$ cat config.mk
export PLATFORM = sky130hd
export DESIGN_NAME = i2c_master_bit_engine_flat
export DESIGN_NICKNAME = d
export VERILOG_FILES = /design/src/hdl/i2cm_pkg.sv /design/src/hdl/i2cm_ifs.sv /design/src/hdl/i2cm_regs.sv /design/src/hdl/i2cm_txbuf.sv /design/src/hdl/i2cm_core.sv /design/src/hdl/i2c_master_bit_engine.sv /design/src/flat_wrapper.sv
export SDC_FILE = /design/constraint.sdc
export NUM_CORES = 1
export LEC_CHECK = 0
export ABC_AREA = 0
export BUFFER_PORTS_ARGS = -buffer_cell sky130_fd_sc_hd__buf_2
export CELL_PAD_IN_SITES_DETAIL_PLACEMENT = 1
export CELL_PAD_IN_SITES_GLOBAL_PLACEMENT = 2
export CORE_MARGIN = 2
export CORE_UTILIZATION = 37
export CTS_CLUSTER_SIZE = 30
export DETAILED_ROUTE_END_ITERATION = 10
export GPL_ROUTABILITY_DRIVEN = 0
export GPL_TIMING_DRIVEN = 0
export PLACE_DENSITY_LB_ADDON = 0.1
export SLEW_MARGIN = 20
export SYNTH_ARGS = -nofsm -noshare
export SYNTH_HDL_FRONTEND = slang
export SYNTH_SLANG_ARGS = --single-unit
$ cat constraint.sdc
create_clock -name clk -period 3.15 [get_ports clk]
set_input_delay 0.1575 -clock clk [delete_from_list [all_inputs] [get_ports clk]]
set_output_delay 0.1575 -clock clk [all_outputs]
set_load 0.02 [all_outputs]
$ cat src/hdl/i2cm_pkg.sv
// ----------------------------------------------------------------------------
// I2C master bit engine package
// Shared constants, codes and structs.
// ----------------------------------------------------------------------------
package i2cm_pkg;

    localparam int TX_DEPTH = 16;
    localparam int TX_IDX_W = (TX_DEPTH > 1) ? $clog2(TX_DEPTH) : 1;
    // wide enough to hold TX_DEPTH up to 256
    localparam int LEN_W    = 9;

    localparam int PADDR_W  = 4;
    localparam int PDATA_W  = 32;

    typedef enum logic [2:0] {
        PH_IDLE,
        PH_START,
        PH_ADDRESS,
        PH_WRITE,
        PH_READ,
        PH_SLAVE_ACK,
        PH_MASTER_ACK,
        PH_STOP
    } phase_t;

    typedef enum logic [1:0] {
        CMD_TICK,
        CMD_START_WR,
        CMD_START_RD,
        CMD_LOAD
    } cmd_t;

    typedef enum logic [1:0] {
        REG_SLAVE_ADDRESS,
        REG_WRITE_LENGTH,
        REG_READ_LENGTH
    } reg_idx_t;

    typedef struct packed {
        logic [6:0]       slave_address;
        logic [LEN_W-1:0] write_len;     // effective, 1..TX_DEPTH
        logic [7:0]       read_len;      // effective, 1..255
    } cfg_t;

    typedef struct packed {
        logic [1:0] command;
        logic       sda_in;
        logic [3:0] load_index;
        logic [7:0] load_value;
    } req_t;

    typedef struct packed {
        logic       scl_out;
        logic       sda_out;
        logic       busy_res;
        logic       nack_seen;
        logic       rx_valid;
        logic [7:0] rx_byte;
        logic [7:0] rx_index;
    } res_t;

    typedef struct packed {
        logic                en;
        logic [TX_IDX_W-1:0] idx;
        logic [7:0]          data;
    } tx_wr_t;

endpackage

$ cat src/hdl/i2cm_ifs.sv
// ----------------------------------------------------------------------------
// I2C master bit engine channels
// Command channel and result channel, valid/ready handshake.
// ----------------------------------------------------------------------------
interface i2cm_req_if;
    logic       valid;
    logic       ready;
    logic [1:0] command;
    logic       sda_in;
    logic [3:0] load_index;
    logic [7:0] load_value;

    modport source (output valid, command, sda_in, load_index, load_value, input ready);
    modport sink   (input valid, command, sda_in, load_index, load_value, output ready);
endinterface

interface i2cm_rsp_if;
    logic       valid;
    logic       ready;
    logic       scl_out;
    logic       sda_out;
    logic       busy_res;
    logic       nack_seen;
    logic       rx_valid;
    logic [7:0] rx_byte;
    logic [7:0] rx_index;

    modport source (output valid, scl_out, sda_out, busy_res, nack_seen, rx_valid, rx_byte,
                    rx_index, input ready);
    modport sink   (input valid, scl_out, sda_out, busy_res, nack_seen, rx_valid, rx_byte,
                    rx_index, output ready);
endinterface

$ cat src/hdl/i2cm_regs.sv
// ----------------------------------------------------------------------------
// I2C master configuration registers
// APB-style register file; presents clamped transfer lengths.
// ----------------------------------------------------------------------------
module i2cm_regs (
    input  logic                           clk,
    input  logic                           rst_n,
    input  logic                           psel,
    input  logic                           penable,
    input  logic                           pwrite,
    input  logic [i2cm_pkg::PADDR_W-1:0]   paddr,
    input  logic [i2cm_pkg::PDATA_W-1:0]   pwdata,
    output logic [i2cm_pkg::PDATA_W-1:0]   prdata,
    output logic                           pready,
    output i2cm_pkg::cfg_t                 cfg
);
    import i2cm_pkg::*;

    logic [6:0]       slave_address_reg;
    logic [4:0]       write_length_reg;
    logic [7:0]       read_length_reg;
    logic             wr_en;
    reg_idx_t         reg_idx;
    logic [LEN_W-1:0] wlen_ext;

    assign pready  = 1'b1;
    assign wr_en   = psel && penable && pwrite;
    assign reg_idx = reg_idx_t'(paddr[PADDR_W-1:2]);

    always_ff @(posedge clk or negedge rst_n)
    begin
        if (!rst_n)
        begin
            slave_address_reg <= 7'd0;
            write_length_reg  <= 5'd1;
            read_length_reg   <= 8'd1;
        end
        else if (wr_en)
        begin
            unique case (reg_idx)
                REG_SLAVE_ADDRESS: slave_address_reg <= pwdata[6:0];
                REG_WRITE_LENGTH:  write_length_reg  <= pwdata[4:0];
                REG_READ_LENGTH:   read_length_reg   <= pwdata[7:0];
                default:           ;
            endcase
        end
    end

    always_comb
    begin
        unique case (reg_idx)
            REG_SLAVE_ADDRESS: prdata = PDATA_W'(slave_address_reg);
            REG_WRITE_LENGTH:  prdata = PDATA_W'(write_length_reg);
            REG_READ_LENGTH:   prdata = PDATA_W'(read_length_reg);
            default:           prdata = '0;
        endcase
    end

    // zero acts as one; write length capped at buffer depth
    assign wlen_ext = LEN_W'(write_length_reg);

    always_comb
    begin
        cfg.slave_address = slave_address_reg;
        if (wlen_ext == '0)
            cfg.write_len = LEN_W'(1);
        else if (wlen_ext > LEN_W'(TX_DEPTH))
            cfg.write_len = LEN_W'(TX_DEPTH);
        else
            cfg.write_len = wlen_ext;
        cfg.read_len = (read_length_reg == 8'd0) ? 8'd1 : read_length_reg;
    end

endmodule

$ cat src/hdl/i2cm_txbuf.sv
// ----------------------------------------------------------------------------
// I2C master transmit buffer
// Byte slots loaded while idle, read at the current byte count.
// ----------------------------------------------------------------------------
module i2cm_txbuf (
    input  logic                            clk,
    input  i2cm_pkg::tx_wr_t                wr,
    input  logic [i2cm_pkg::TX_IDX_W-1:0]   rd_idx,
    output logic [7:0]                      rd_data
);
    import i2cm_pkg::*;

    logic [7:0] buf_reg [TX_DEPTH];

    always_ff @(posedge clk)
    begin
        if (wr.en)
            buf_reg[wr.idx] <= wr.data;
    end

    assign rd_data = buf_reg[rd_idx];

endmodule

$ cat src/hdl/i2cm_core.sv
// ----------------------------------------------------------------------------
// I2C master half-bit state machine
// Bus state register and the one-tick phase transition.
// ----------------------------------------------------------------------------
module i2cm_core (
    input  logic                            clk,
    input  logic                            rst_n,
    input  logic                            fire,
    input  i2cm_pkg::req_t                  item,
    input  i2cm_pkg::cfg_t                  cfg,
    input  logic [7:0]                      tx_data,
    output logic [i2cm_pkg::TX_IDX_W-1:0]   tx_rd_idx,
    output i2cm_pkg::tx_wr_t                tx_wr,
    output i2cm_pkg::res_t                  res
);
    import i2cm_pkg::*;

    phase_t     phase_reg,      phase_next;
    logic       clock_high_reg, clock_high_next;
    logic [3:0] bit_count_reg,  bit_count_next;
    logic [7:0] byte_count_reg, byte_count_next;
    logic       reading_reg,    reading_next;
    logic       writing_reg,    writing_next;
    logic [7:0] addr_dir_reg,   addr_dir_next;
    logic [7:0] rx_shift_reg,   rx_shift_next;
    logic       sda_reg,        sda_next;
    logic       nack_reg,       nack_next;

    cmd_t       cmd;
    logic       is_idle;
    logic       tx_in_range;
    logic       load_in_range;
    logic [7:0] send_byte;
    logic [3:0] bit_inc;
    logic [7:0] byte_inc;
    logic [7:0] byte_sat;
    logic [7:0] shift_in;
    logic       last_read;
    logic       rx_valid;
    logic [7:0] rx_byte;
    logic [7:0] rx_index;

    assign cmd           = cmd_t'(item.command);
    assign is_idle       = (phase_reg == PH_IDLE);
    assign tx_rd_idx     = TX_IDX_W'(byte_count_reg);
    assign tx_in_range   = LEN_W'(byte_count_reg) < LEN_W'(TX_DEPTH);
    assign load_in_range = LEN_W'(item.load_index) < LEN_W'(TX_DEPTH);
    assign send_byte     = (phase_reg == PH_ADDRESS) ? addr_dir_reg :
                           (tx_in_range ? tx_data : 8'd0);
    assign bit_inc       = bit_count_reg + 4'd1;
    assign byte_inc      = byte_count_reg + 8'd1;
    assign byte_sat      = (byte_count_reg < 8'hFF) ? byte_inc : byte_count_reg;
    assign shift_in      = {rx_shift_reg[6:0], item.sda_in};
    assign last_read     = byte_sat >= cfg.read_len;

    assign tx_wr.en   = fire && (cmd == CMD_LOAD) && is_idle && load_in_range;
    assign tx_wr.idx  = TX_IDX_W'(item.load_index);
    assign tx_wr.data = item.load_value;

    always_comb
    begin
        phase_next      = phase_reg;
        clock_high_next = clock_high_reg;
        bit_count_next  = bit_count_reg;
        byte_count_next = byte_count_reg;
        reading_next    = reading_reg;
        writing_next    = writing_reg;
        addr_dir_next   = addr_dir_reg;
        rx_shift_next   = rx_shift_reg;
        sda_next        = sda_reg;
        nack_next       = nack_reg;
        rx_valid        = 1'b0;
        rx_byte         = 8'd0;
        rx_index        = 8'd0;

        unique case (cmd)
            CMD_START_WR, CMD_START_RD:
            begin
                if (is_idle)
                begin
                    addr_dir_next   = {cfg.slave_address, (cmd == CMD_START_RD)};
                    bit_count_next  = 4'd0;
                    byte_count_next = 8'd0;
                    rx_shift_next   = 8'd0;
                    nack_next       = 1'b0;
                    reading_next    = (cmd == CMD_START_RD);
                    writing_next    = (cmd == CMD_START_WR);
                    phase_next      = PH_START;
                end
            end
            CMD_LOAD:
            begin
                // buffer write only, bus untouched
            end
            CMD_TICK:
            begin
                unique case (phase_reg)
                    PH_IDLE:
                    begin
                    end
                    PH_START:
                    begin
                        if (clock_high_reg)
                        begin
                            sda_next   = 1'b0;
                            phase_next = PH_ADDRESS;
                        end
                        else
                            clock_high_next = 1'b1;
                    end
                    PH_ADDRESS, PH_WRITE:
                    begin
                        if (clock_high_reg)
                        begin
                            clock_high_next = 1'b0;
                            if (bit_count_reg == 4'd8)
                            begin
                                bit_count_next = 4'd0;
                                if (phase_reg == PH_WRITE)
                                begin
                                    byte_count_next = byte_inc;
                                    if (LEN_W'(byte_inc) >= cfg.write_len)
                                        writing_next = 1'b0;
                                end
                                sda_next   = 1'b1;
                                phase_next = PH_SLAVE_ACK;
                            end
                        end
                        else
                        begin
                            // MSB first
                            sda_next        = send_byte[~bit_count_reg[2:0]];
                            clock_high_next = 1'b1;
                            bit_count_next  = bit_inc;
                        end
                    end
                    PH_READ:
                    begin
                        if (clock_high_reg)
                        begin
                            rx_shift_next   = shift_in;
                            clock_high_next = 1'b0;
                            bit_count_next  = bit_inc;
                            if (bit_inc >= 4'd8)
                            begin
                                rx_valid        = 1'b1;
                                rx_byte         = shift_in;
                                rx_index        = byte_count_reg;
                                rx_shift_next   = 8'd0;
                                bit_count_next  = 4'd0;
                                byte_count_next = byte_sat;
                                if (last_read)
                                    reading_next = 1'b0;
                                // ACK low, NACK on the last byte
                                sda_next   = last_read;
                                phase_next = PH_MASTER_ACK;
                            end
                        end
                        else
                        begin
                            sda_next        = 1'b1;
                            clock_high_next = 1'b1;
                        end
                    end
                    PH_SLAVE_ACK:
                    begin
                        bit_count_next = 4'd0;
                        if (clock_high_reg)
                        begin
                            clock_high_next = 1'b0;
                            if (item.sda_in)
                            begin
                                nack_next    = 1'b1;
                                sda_next     = 1'b0;
                                reading_next = 1'b0;
                                writing_next = 1'b0;
                                phase_next   = PH_STOP;
                            end
                            else if (reading_reg)
                                phase_next = PH_READ;
                            else if (writing_reg)
                                phase_next = PH_WRITE;
                            else
                            begin
                                sda_next   = 1'b0;
                                phase_next = PH_STOP;
                            end
                        end
                        else
                            clock_high_next = 1'b1;
                    end
                    PH_MASTER_ACK:
                    begin
                        if (clock_high_reg)
                        begin
                            clock_high_next = 1'b0;
                            if (reading_reg)
                            begin
                                sda_next   = 1'b1;
                                phase_next = PH_READ;
                            end
                            else
                            begin
                                sda_next   = 1'b0;
                                phase_next = PH_STOP;
                            end
                        end
                        else
                            clock_high_next = 1'b1;
                    end
                    PH_STOP:
                    begin
                        if (clock_high_reg)
                        begin
                            sda_next   = 1'b1;
                            phase_next = PH_IDLE;
                        end
                        else
                        begin
                            clock_high_next = 1'b1;
                            sda_next        = 1'b0;
                        end
                    end
                    default:
                    begin
                    end
                endcase
            end
            default:
            begin
            end
        endcase
    end

    always_ff @(posedge clk or negedge rst_n)
    begin
        if (!rst_n)
        begin
            phase_reg      <= PH_IDLE;
            clock_high_reg <= 1'b1;
            bit_count_reg  <= 4'd0;
            byte_count_reg <= 8'd0;
            reading_reg    <= 1'b0;
            writing_reg    <= 1'b0;
            addr_dir_reg   <= 8'd0;
            rx_shift_reg   <= 8'd0;
            sda_reg        <= 1'b1;
            nack_reg       <= 1'b0;
        end
        else if (fire)
        begin
            phase_reg      <= phase_next;
            clock_high_reg <= clock_high_next;
            bit_count_reg  <= bit_count_next;
            byte_count_reg <= byte_count_next;
            reading_reg    <= reading_next;
            writing_reg    <= writing_next;
            addr_dir_reg   <= addr_dir_next;
            rx_shift_reg   <= rx_shift_next;
            sda_reg        <= sda_next;
            nack_reg       <= nack_next;
        end
    end

    always_comb
    begin
        res.scl_out   = clock_high_next;
        res.sda_out   = sda_next;
        res.busy_res  = (phase_next != PH_IDLE);
        res.nack_seen = nack_next;
        res.rx_valid  = rx_valid;
        res.rx_byte   = rx_byte;
        res.rx_index  = rx_index;
    end

endmodule

$ cat src/hdl/i2c_master_bit_engine.sv
// ----------------------------------------------------------------------------
// I2C master bit engine (seven-bit addressing), top level
// Path: an accepted command transaction passes the input register, then the result register.
// Throughput: 1 transaction per cycle while the result channel is not stalled; the half-bit
//   state update is one registered step between the input register and the result register.
// Reset: rst_n asynchronous, active low; bus released, idle, registers at
//   defaults; the transmit buffer holds no data until loaded.
// ----------------------------------------------------------------------------
module i2c_master_bit_engine (
    input  logic                           clk,
    input  logic                           rst_n,
    i2cm_req_if.sink                       req,
    i2cm_rsp_if.source                     rsp,
    input  logic                           psel,
    input  logic                           penable,
    input  logic                           pwrite,
    input  logic [i2cm_pkg::PADDR_W-1:0]   paddr,
    input  logic [i2cm_pkg::PDATA_W-1:0]   pwdata,
    output logic [i2cm_pkg::PDATA_W-1:0]   prdata,
    output logic                           pready
);
    import i2cm_pkg::*;

    // Two-stage pipeline:
    //   stage 1 - input register, holds one accepted command transaction
    //   stage 2 - result register, holds one finished result
    // The state machine advances when stage 1 moves into stage 2, so a new
    // transaction is taken every cycle while results drain, and a stalled
    // result does not block the input until stage 1 is also full.

    logic    s1_valid_reg,  s1_valid_next;
    req_t    s1_item_reg,   s1_item_next;
    logic    out_valid_reg, out_valid_next;
    res_t    out_res_reg;

    logic    in_acc;
    logic    s1_go;
    cfg_t    cfg;
    res_t    core_res;
    tx_wr_t  tx_wr;
    logic    [TX_IDX_W-1:0] tx_rd_idx;
    logic    [7:0]          tx_data;

    // stage 1 hands over whenever the result slot is free or being emptied
    assign s1_go     = s1_valid_reg && (!out_valid_reg || rsp.ready);
    assign req.ready = !s1_valid_reg || s1_go;
    assign in_acc    = req.valid && req.ready;

    assign s1_valid_next  = in_acc || (s1_valid_reg && !s1_go);
    assign out_valid_next = s1_go || (out_valid_reg && !rsp.ready);

    always_comb
    begin
        s1_item_next.command    = req.command;
        s1_item_next.sda_in     = req.sda_in;
        s1_item_next.load_index = req.load_index;
        s1_item_next.load_value = req.load_value;
    end

    always_ff @(posedge clk or negedge rst_n)
    begin
        if (!rst_n)
        begin
            s1_valid_reg  <= 1'b0;
            out_valid_reg <= 1'b0;
        end
        else
        begin
            s1_valid_reg  <= s1_valid_next;
            out_valid_reg <= out_valid_next;
        end
    end

    // payload registers, no reset needed
    always_ff @(posedge clk)
    begin
        if (in_acc)
            s1_item_reg <= s1_item_next;
        if (s1_go)
            out_res_reg <= core_res;
    end

    // configuration registers; the user must write them only while the engine is quiet, not enforced here
    i2cm_regs u_regs (
        .clk     (clk),
        .rst_n   (rst_n),
        .psel    (psel),
        .penable (penable),
        .pwrite  (pwrite),
        .paddr   (paddr),
        .pwdata  (pwdata),
        .prdata  (prdata),
        .pready  (pready),
        .cfg     (cfg)
    );

    // transmit bytes, loaded by the load command while idle
    i2cm_txbuf u_txbuf (
        .clk     (clk),
        .wr      (tx_wr),
        .rd_idx  (tx_rd_idx),
        .rd_data (tx_data)
    );

    // half-bit phase state machine, advanced once per stage-1 handover
    i2cm_core u_core (
        .clk       (clk),
        .rst_n     (rst_n),
        .fire      (s1_go),
        .item      (s1_item_reg),
        .cfg       (cfg),
        .tx_data   (tx_data),
        .tx_rd_idx (tx_rd_idx),
        .tx_wr     (tx_wr),
        .res       (core_res)
    );

    // result channel driven straight from the result register
    assign rsp.valid     = out_valid_reg;
    assign rsp.scl_out   = out_res_reg.scl_out;
    assign rsp.sda_out   = out_res_reg.sda_out;
    assign rsp.busy_res  = out_res_reg.busy_res;
    assign rsp.nack_seen = out_res_reg.nack_seen;
    assign rsp.rx_valid  = out_res_reg.rx_valid;
    assign rsp.rx_byte   = out_res_reg.rx_byte;
    assign rsp.rx_index  = out_res_reg.rx_index;

endmodule

$ cat src/flat_wrapper.sv
// flat-port wrapper written by rule: the top's interface ports become plain ports
module i2c_master_bit_engine_flat import i2cm_pkg::*;
  (clk, rst_n, psel, penable, pwrite, paddr, pwdata, prdata, pready, req_valid, req_command, req_sda_in, req_load_index, req_load_value, req_ready, rsp_valid, rsp_scl_out, rsp_sda_out, rsp_busy_res, rsp_nack_seen, rsp_rx_valid, rsp_rx_byte, rsp_rx_index, rsp_ready);
  i2cm_req_if req_i ();
  i2cm_rsp_if rsp_i ();
  input  logic clk;
  input  logic rst_n;
  input  logic psel;
  input  logic penable;
  input  logic pwrite;
  input  logic [i2cm_pkg::PADDR_W-1:0] paddr;
  input  logic [i2cm_pkg::PDATA_W-1:0] pwdata;
  output logic [i2cm_pkg::PDATA_W-1:0] prdata;
  output logic pready;
  input wire logic [$bits(req_i.valid)-1:0] req_valid;
  input wire logic [$bits(req_i.command)-1:0] req_command;
  input wire logic [$bits(req_i.sda_in)-1:0] req_sda_in;
  input wire logic [$bits(req_i.load_index)-1:0] req_load_index;
  input wire logic [$bits(req_i.load_value)-1:0] req_load_value;
  output wire logic [$bits(req_i.ready)-1:0] req_ready;
  output wire logic [$bits(rsp_i.valid)-1:0] rsp_valid;
  output wire logic [$bits(rsp_i.scl_out)-1:0] rsp_scl_out;
  output wire logic [$bits(rsp_i.sda_out)-1:0] rsp_sda_out;
  output wire logic [$bits(rsp_i.busy_res)-1:0] rsp_busy_res;
  output wire logic [$bits(rsp_i.nack_seen)-1:0] rsp_nack_seen;
  output wire logic [$bits(rsp_i.rx_valid)-1:0] rsp_rx_valid;
  output wire logic [$bits(rsp_i.rx_byte)-1:0] rsp_rx_byte;
  output wire logic [$bits(rsp_i.rx_index)-1:0] rsp_rx_index;
  input wire logic [$bits(rsp_i.ready)-1:0] rsp_ready;
  assign req_i.valid = req_valid;
  assign req_i.command = req_command;
  assign req_i.sda_in = req_sda_in;
  assign req_i.load_index = req_load_index;
  assign req_i.load_value = req_load_value;
  assign req_ready = req_i.ready;
  assign rsp_valid = rsp_i.valid;
  assign rsp_scl_out = rsp_i.scl_out;
  assign rsp_sda_out = rsp_i.sda_out;
  assign rsp_busy_res = rsp_i.busy_res;
  assign rsp_nack_seen = rsp_i.nack_seen;
  assign rsp_rx_valid = rsp_i.rx_valid;
  assign rsp_rx_byte = rsp_i.rx_byte;
  assign rsp_rx_index = rsp_i.rx_index;
  assign rsp_i.ready = rsp_ready;
  i2c_master_bit_engine u_core (.clk(clk), .rst_n(rst_n), .req(req_i), .rsp(rsp_i), .psel(psel), .penable(penable), .pwrite(pwrite), .paddr(paddr), .pwdata(pwdata), .prdata(prdata), .pready(pready));
endmodule
### After elaboration in Yosys (flattened, before gate mapping)

Memory sizes are Yosys's and may differ from the RTL's.
Index checks and enable logic that the tools add are counted.

* $add $sub $neg: 2
* multiply operators: 0
* divide/modulo/power cells: 0
* $lt $le $gt $ge: 7
* equality and inequality tests: 30
* shifts and indexed selects: 0
* multiplexer cells: 83
* bitwise gates (word level): 1
* reductions and logical operators: 38

Operators by type and width (number)
* $mux W8: 10
* $mux W3: 12
* $mux W1: 34
* $pmux W8 S2: 2
* $ne A3 B3 Y1 const B: 8
* $pmux W8 S3: 1
* $mux W7: 3
* $mux W4: 5
* $pmux W3 S6: 1
* $reduce_and A9 Y1: 2
* $pmux W7 S2: 1
* $eq A3 B3 Y1 const B: 4
* $pmux W1 S2: 6
* $pmux W4 S3: 1
* $mux W5: 2
* $reduce_and A10 Y1: 1
* $ge A8 B9 Y1: 1
* $logic_not A9 Y1: 1
* $ne A3 B1 Y1 const B: 3
* $add A8 B1 Y8 const B: 1
* $ge A8 B8 Y1: 1
* $logic_and A1 B1 Y1: 8
* $logic_not A8 Y1: 1
* $lt A8 B5 Y1 const B: 1
* other kinds (34): 51

* bits in registers: 93
* bits in latches: 0
* bits in writable memories: 128
* bits in read-only memories: 0
* input bits: 58
* output and inout bits: 56
* logic and storage cells: 188
* memories kept: 1

Memories
* u_core.u_txbuf.buf_reg: words 16, width 8, read ports 1, clocked after memory_dff 0, write ports 1, line i2cm_txbuf.sv:13 `logic [7:0] buf_reg [TX_DEPTH];`

### Depth between registers and ports, before layout

Gate-level depths: netlist of run 1.

* depth after elaboration: 10
* depth in mapped cells: 13
* gate-level depth less buffers: 12

### Modules after synthesis

From an unflattened synthesis of run 1, not the netlist that was laid out.

* cell total of the unflattened synthesis: 741
* area, all modules: 10528.8 um^2

Modules (own cells, without submodules)
* i2cm_txbuf: instances 1, cells an instance 221, area each 4987.3 um^2, seq. area each 3843.7 um^2
* i2cm_core: instances 1, cells an instance 360, area each 3128.0 um^2, seq. area each 878.3 um^2
* i2cm_regs: instances 1, cells an instance 116, area each 1228.7 um^2, seq. area each 503.0 um^2
* i2c_master_bit_engine: instances 1, cells an instance 44, area each 1184.9 um^2, seq. area each 1131.1 um^2

### Worst setup path before layout of run 1

No wires, ideal clock.

* path type: register -> register
* from: register u_core.u_core.byte_count_reg[0]
* to: register u_core.u_core.reading_reg
* library setup time: 0.125 ns
* arrival time: 2.833 ns
* data required time: 3.025 ns
* path slack: 0.192 ns
* stages on the path, launching flop included: 14
* path buffers: 1
* clock period less this slack: 2.958 ns
* path through: dfrtp_1 ha_1 nand2_1 or3_1 clkbuf_1 xnor2_1 ha_1 nand2b_1 a211oi_1 nor4_1 nor3_1 o211ai_1 nand2_1 mux2_2

* word-level cells in the longest chain between the ends: 5
* elaborated cells on any way between the ends: 6
* classes of those cells: add/sub (1); order compare (2); eq/ne (1); mux (1); reduce/logical (1)

Ends and longest elaborated chain
* start, declared: line i2cm_core.sv:21 `logic [7:0] byte_count_reg, byte_count_next;`
* start signal, assigned: line i2cm_core.sv:255 `byte_count_reg <= byte_count_next;`
* $add A8 B1 Y8 / $lt A8 B8 Y1 (equally long branches): line i2cm_core.sv:51, i2cm_core.sv:52
* $mux W8 *: line i2cm_core.sv:52 `assign byte_sat = (byte_count_reg < 8'hFF) ? byte_inc : byte_count_reg;`
* $ge A8 B8 Y1 *: line i2cm_core.sv:54 `assign last_read = byte_sat >= cfg.read_len;`
* $ne A3 B3 Y1 (no source line) *
* $reduce_and A9 Y1 (no source line) *
* end signal, assigned: line i2cm_core.sv:256 `reading_reg <= reading_next;`
* end, declared: line i2cm_core.sv:22 `logic reading_reg, reading_next;`

Mark *: on every way between the ends. The rest lies on a longest branch, timed or not.
A chain may end at the register's enable or synchronous reset.

### Worst setup path in the final report of run 1

Same ends and word-level chain as after synthesis.

==> results of run 1 <==
## layer usage
metal | part of all wire, % | up-vias | global-route usage (%)
li1 | - | 3023 | -
met1 | 43 | 3365 | 24.1
met2 | 51 | 135 | 34.2
met3 | 3.7 | 38 | 2.85
met4 | 2.2 | 0 | 4.31
met5 | 0 | - | 0
## worst max path at each step
stage,from,to,slack (ps),cells after the start
2_1_floorplan,u_core.u_core.byte_count_reg[0]$_DFFE_PN0P_,u_core.u_core.reading_reg$_DFFE_PN0P_,190,13
3_3_place_gp,u_core.s1_item_reg[13]$_DFFE_PP_,u_core.u_txbuf.buf_reg[0][0]$_DFFE_PP_,-790,6
3_5_place_dp,u_core.u_core.byte_count_reg[0]$_DFFE_PN0P_,u_core.rsp.sda_out$_DFFE_PP_,-570,13
4_1_cts,u_core.s1_item_reg[13]$_DFFE_PP_,u_core.u_txbuf.buf_reg[12][4]$_DFFE_PP_,-160,6
5_1_grt,u_core.u_core.byte_count_reg[0]$_DFFE_PN0P_,u_core.u_core.reading_reg$_DFFE_PN0P_,-2,11
6_report,u_core.u_core.byte_count_reg[0]$_DFFE_PN0P_,u_core.u_core.reading_reg$_DFFE_PN0P_,60,11
## kinds of logic (layout without fill, tap and decap cells)
group,after synthesis,in the layout,synth area share [%]
muxes,78,78,11.7
other,2,25,0.0743
buffers and inverters,82,229,4.21
DFF,221,221,62.9
xor gates and xnor gates,10,10,0.866
and+or+nand+nor,203,203,9.97
AOI/OAI and AO/OA,117,117,7.71
adders and majority gates,21,21,2.57
## final cells by class
| cell class | count | share of cell area, % |
|---|---|---|
| sequential | 221 | 51.3 |
| timing repair buffer | 105 | 5.79 |
| multi-input combinational | 454 | 29.4 |
| inverter | 22 | 0.676 |
| clock inverter | 8 | 0.454 |
| buffer | 57 | 3.13 |
| clock buffer | 37 | 5.81 |
| tap | 341 | 3.44 |
## critical path: stages (launching register included)
cell and delay [ps]:
dfrtp_2 500, ha_4 210, nand2_2 80, or3_4 460
mux2_2 330, ha_4 260, a211oi_4 260, nor4_4 90
nor3_2 240, o211ai_1 110, nand2_1 100, mux2_2 330
## metrics by stage
stage,utilization [%],total power [mW],cells
global route,46.1,8.46,1245
floorplan,-,4.62,757
finish,46.1,8.09,1245
global placement,40.7,5.10,1160
CTS,44.9,7.98,1232
detailed placement,40.8,5.14,1160
## where the power goes
group / internal, mW / switching, mW / leakage (nW)
Combinational: 0.847 / 0.951 / 2.06
Sequential: 3.35 / 0.182 / 2.22
Clock: 1.59 / 1.17 / 0.390
Total: 5.79 / 2.31 / 4.67
## repair_timing
| action | CTS | global route |
|---|---|---|
| gates resized for setup | 24 | 45 |
| gates cloned | 0 | 1 |
| setup endpoints to repair | 93 | 138 |
| pin swaps | 4 | 14 |
| hold buffers | 27 | 0 |
| buffers inserted | 1 | 14 |
| endpoints found under the hold margin | 90 | 0 |
## placed cells by master, fill, tap and decap left out, drive strengths merged, types with 27 or more instances in the layout
cell type,count
nand2,65
nor2,37
clkbuf,62
mux4,29
mux2,35
o21ai,46
edfxtp,164
dfrtp,53
dlygate4sd3,27
buf,110
==> summary.txt, run 1 <==
Clocking
  • Clock latency at the later pin of the worst-skew pair: 540 ps
  • Clock Sinks: 221
  • Root Driver: clkbuf_16
  • CTS Buf Count: 25
  • Reg clk slew, reported paths: 70 ps
  • CTS H-tree depth: 1
  • CTS tree: done
  • CTS Buffer Depth: 3

Detailed routing
  • Via count: 6561
  • Final antenna-violating net count: 0
  • Detailed Route WL: 26.9 mm
  • DR iter-0 viols: 397
  • Via density: 5.27
  • # DRC: 0
  • Avg WL per Cell: 21.6 microns
  • DRT Pass-1 Iters: 5

Worst hold path
  • Hold crit path type: input pin to flip-flop
  • Hold_sp: paddr[2]
  • Hold path cells: 4
  • Sink of the worst hold path: u_core.u_regs.read_length_reg[4]$_DFFE_PN0P_

Placed design
  • Placed Area: 11000 sq um
  • Port bufs: 62
  • DP Wirelength: 18.8 mm
  • Setup WS pre-CTS: -573 ps

Synth
  • Netlist Area Pre-Place: 10100 sq um
  • Register area share after synthesis: 62.9%
  • Cells after synthesis: 734
  • Asr flop ratio synth: 25.8%
  • Cell taking the most area after synthesis: edfxtp_1
  • Netlist cell types: 61
  • Ranking of synthesized cells by area: edfxtp_1 49%, dfrtp_1 13%, mux4_2 6.5%
  • Syn_area_per_cell: 13.8 sq um
  • Synth top cells by count: 164 x edfxtp_1, 65 x nand2_1, 53 x dfrtp_1
  • Yosys top cell area share: 48.7%
  • FF+latch count, synth: 221
  • EDFF count, synth: 164
  • Yosys Warn Count: 0
  • Most common cell in the netlist: edfxtp_1
  • Synth Flop Type: edfxtp_1

Global routing
  • First-pass GRT wire length: 41.4 mm
  • Largest net degree at the start of global routing: 58
  • Vias in the first global route: 7064
  • Initial antenna violation count: 0
  • Gr ovfl total: 0
  • Global Route Usage Sum: 19.0%

Die
  • Die area: 28700 sq um
  • I/O pins: 114
  • Die Width: 169 microns
  • # rows: 60
  • Core area: 26900 sq um
  • Die H: 169 microns
  • Initial core utilization: 37.6%

Final layout
  • Diode count: 0
  • Multi-input gate area: 3650 sq um
  • Number of flip-flops in the largest register: 128
  • Layout cells sized above 1: 29.0%
  • Area growth syn-to-layout: 22.7%
  • Layout net count: 964
  • FILL cells: 2760
  • Final instance area: 12400 sq um
  • Storage cell area: 6360 sq um

Power
  • Worst ir drop on vdd: 0.000376 V
  • P per Cell Area: 653 nW/um^2
  • Pleak: 4.67 nW

Worst setup path
  • Critical-path maximum fanout: 6
  • Critical Path RT: 3580 ps
  • Crit path DAT: 3520 ps
  • Crit start category: flip-flop
  • FF-to-FF setup slack: 60 ps
  • Crit Path Category: flip-flop to flip-flop
  • Worst r2r src: u_core.u_core.byte_count_reg[0]$_DFFE_PN0P_
  • CP endpoint kind: flip-flop
  • Reg-to-reg endpoint: u_core.u_core.reading_reg$_DFFE_PN0P_
  • R2R depth: 11

Timing
  • Least-Margin Pin Slew: 831 ps
  • Fin Hold WS: 23.5 ps
  • Max Fclk: 0.324 GHz
  • Final setup fails: 0
  • TNS Setup: 0 ps
  • Tmin final: 3090 ps
  • Setup Skew: 11.3 ps
  • Final hold violation count: 0
  • Worst rel slew slack: 44.6%
  • Final worst-path cycle share: 98.0%
  • Slew Limit Fails: 0
  • Setup ws final: 64.3 ps

Outcome
  • Outcome: finished clean

Job
  • Max_cap viols: 0
Power figures use the tool's default switching activity.
==> inputs of run 2 (changes only) <==
--- a/config.mk
+++ b/config.mk
@@ -11,11 +11,14 @@
 export CELL_PAD_IN_SITES_GLOBAL_PLACEMENT = 2
 export CORE_MARGIN = 2
 export CORE_UTILIZATION = 37
+export CTS_CLUSTER_DIAMETER = 100
 export CTS_CLUSTER_SIZE = 30
 export DETAILED_ROUTE_END_ITERATION = 10
 export GPL_ROUTABILITY_DRIVEN = 0
 export GPL_TIMING_DRIVEN = 0
 export PLACE_DENSITY_LB_ADDON = 0.1
+export SETUP_SLACK_MARGIN = 0.5
+export SKIP_CTS_REPAIR_TIMING = 1
 export SLEW_MARGIN = 20
 export SYNTH_ARGS = -nofsm -noshare
 export SYNTH_HDL_FRONTEND = slang
==> summary.txt, run 2 (synthesis results as in run 1) <==
Final layout
  • Number of flip-flops in the largest register: 128 (unchanged)
  • Most common cell after layout, fill and taps aside: edfxtp_1
  • Layout net count: 963 (-0.10%)
  • Area growth syn-to-layout: 21.2%
  • Final std cells w/o fill: 1230 (-1.2%)
  • Commonest non-fill, non-tap cells in the layout: 164 x edfxtp_1, 63 x nand2_1, 62 x buf_2
  • Layout cells sized above 1: 29.7% (+0.71 points)
  • Diode count: 0 (unchanged)

Detailed routing
  • Via count: 6489 (-1.1%)
  • Final antenna-violating net count: 0 (unchanged)
  • Detailed Route WL: 26.9 mm (about the same)
  • DRT Pass-1 Iters: 4 (-1)
  • Avg WL per Cell: 21.9 microns (+1.1%)
  • DR iter-0 viols: 363 (-8.6%)
  • Via density: 5.28 (+0.11%)
  • # DRC: 0 (unchanged)

Power
  • Worst ir drop on vdd: 0.000374 V (-0.50%)
  • Pleak: 4.61 nW (-1.3%)
  • P per Cell Area: 583 nW/um^2 (-11%)
  • Total power: 7.15 mW (-12%)

Worst setup path
  • Crit start category: flip-flop
  • Critical-path maximum fanout: 5 (-1)
  • Cell family with most CP delay: simple AND/OR/NAND/NOR gates
  • Slowest-stage cell, CP: dfrtp_2
  • CP endpoint kind: flip-flop
  • CP cell instances: buf_6 > ha_4 > nand2_4 > or3_4 > buf_8 > xnor2_2 > ha_1 > nand2b_4 > a211oi_4 > nor4_4 > nor4_2 > o211ai_1 > nand2_1 > o21ai_1
  • Crit Path Category: flip-flop to flip-flop
  • CP Buf/Inv Count: 2 (+2)
  • Critical Path RT: 3380 ps (-200 ps)
  • Crit path DAT: 3310 ps (-210 ps)
  • CP peak stage delay: 430 ps (-70 ps)

Global routing
  • Initial antenna violation count: 0 (unchanged)
  • First-pass GRT wire length: 40.0 mm (-3.6%)
  • Largest net degree at the start of global routing: 43 (-26%)
  • Gr ovfl total: 0 (unchanged)
  • Global Route Usage Sum: 18.4% (-0.54 points)
  • Vias in the first global route: 6839 (-3.2%)

Timing
  • Final worst-path cycle share: 97.5% (-0.42 points)
  • RSZ-0062 raised after global routing: true
  • Worst rel slew slack: 48.2% (+3.6 points)
  • TNS Setup: 0 ps (unchanged)
  • Least-Margin Pin Slew: 778 ps (-53.4 ps)
  • Final hold violation count: 0 (unchanged)
  • Setup Skew: 24.8 ps (+13.4 ps)
  • Final setup fails: 0 (unchanged)
  • Slew Limit Fails: 0 (unchanged)
  • Max Fclk: 0.325 GHz (+0.43%)
  • Tmin final: 3070 ps (-13.1 ps)

Die
  • Core area: 26900 sq um (unchanged)
  • Die area: 28700 sq um (unchanged)
  • Die H: 169 microns (unchanged)
  • Die Width: 169 microns (unchanged)
  • Initial core utilization: 37.6% (unchanged)
  • # rows: 60 (unchanged)
  • I/O pins: 114 (unchanged)

Clocking
  • Root Driver: clkbuf_16
  • CTS Buf Count: 12 (-52%)
  • Reg clk slew, reported paths: 110 ps (+40 ps)
  • CTS Buffer Depth: 3 (unchanged)
  • Clock latency at the later pin of the worst-skew pair: 500 ps (-40 ps)
  • CTS H-tree depth: 1 (unchanged)
  • Clock Sinks: 221 (unchanged)
  • CTS tree: done

Placed design
  • DP Wirelength: 19.3 mm (+2.7%)
  • Cells after DPL: 1161 (+0.086%)
  • Port bufs: 62 (unchanged)

Outcome
  • Outcome: finished clean

Job
  • Max_cap viols: 0 (unchanged)

Worst hold path
  • Hold crit path type: input pin to async pin
## run 2: changes by cell type in the layout (fill, tap and decap cells not counted), moves of 4 or more
cell,before,now
clkinv_2,7,1
clkbuf_1,25,14
clkbuf_16,26,13
buf_12,1,7
clkbuf_4,1,5
clkbuf_8,5,0
nor2_2,12,8
nor2_4,2,6
## run 2: routing by layer
layer  GRT usage [%]  routed length [microns]
met1            23.3                    11400
met2            33.8                    14300
met3            1.94                      702
met4            4.57                      503
met5               0                        0
## run 2: report_power, final
part           switching [mW]  total [mW]  internal [mW]  leakage (nW)
Combinational           0.974        1.84          0.862          2.20
Clock                   0.978        1.79          0.816         0.189
Sequential              0.171        3.52           3.35          2.22
Total                    2.12        7.15           5.03          4.61
## run 2: worst paths after layout
check | start | end | cells after the start | slack, ps
worst max-delay path | u_core.u_core.byte_count_reg[0]$_DFFE_PN0P_ | u_core.rsp.sda_out$_DFFE_PP_ | 14 | 80
worst min register to register | u_core.u_core.nack_reg$_DFFE_PN0P_ | u_core.u_core.nack_reg$_DFFE_PN0P_ | 2 | 520
max in group asynchronous | rst_n | u_core.u_regs.write_length_reg[0]$_DFFE_PN1P_ | 3 | 2490
min in group clk | paddr[2] | u_core.u_regs.read_length_reg[4]$_DFFE_PN0P_ | 4 | 80
worst max register to register | u_core.u_core.byte_count_reg[0]$_DFFE_PN0P_ | u_core.rsp.sda_out$_DFFE_PP_ | 14 | 80
worst min-delay path | rst_n | u_core.u_core.byte_count_reg[5]$_DFFE_PN0P_ | 2 | 80
## run 2: cell type report
class | count | area, sq um
plain buffers | 60 | 410
clock buffers | 12 | 300
clock inverters | 6 | 85.1
fillers | 2764 | 14600
inverters | 22 | 90.1
multi-input cells | 454 | 3710
flip-flops and latches | 221 | 6360
well taps | 341 | 427
repair buffers | 113 | 867
repair inverters | 1 | 5.00
## run 2: stage by stage
step | setup WS, ps | hold WS (ps) | area (sq um) | utilization, %
after floorplan | 455 | -138 | 10300 | -
after global placement | -722 | 334 | 11000 | 40.9
after detailed placement | -638 | 63.9 | 11100 | 41.1
after CTS | -655 | -469 | 11400 | 42.6
after global routing | -75.4 | 80.1 | 12300 | 45.6
final | 77.4 | 75.8 | 12300 | 45.6
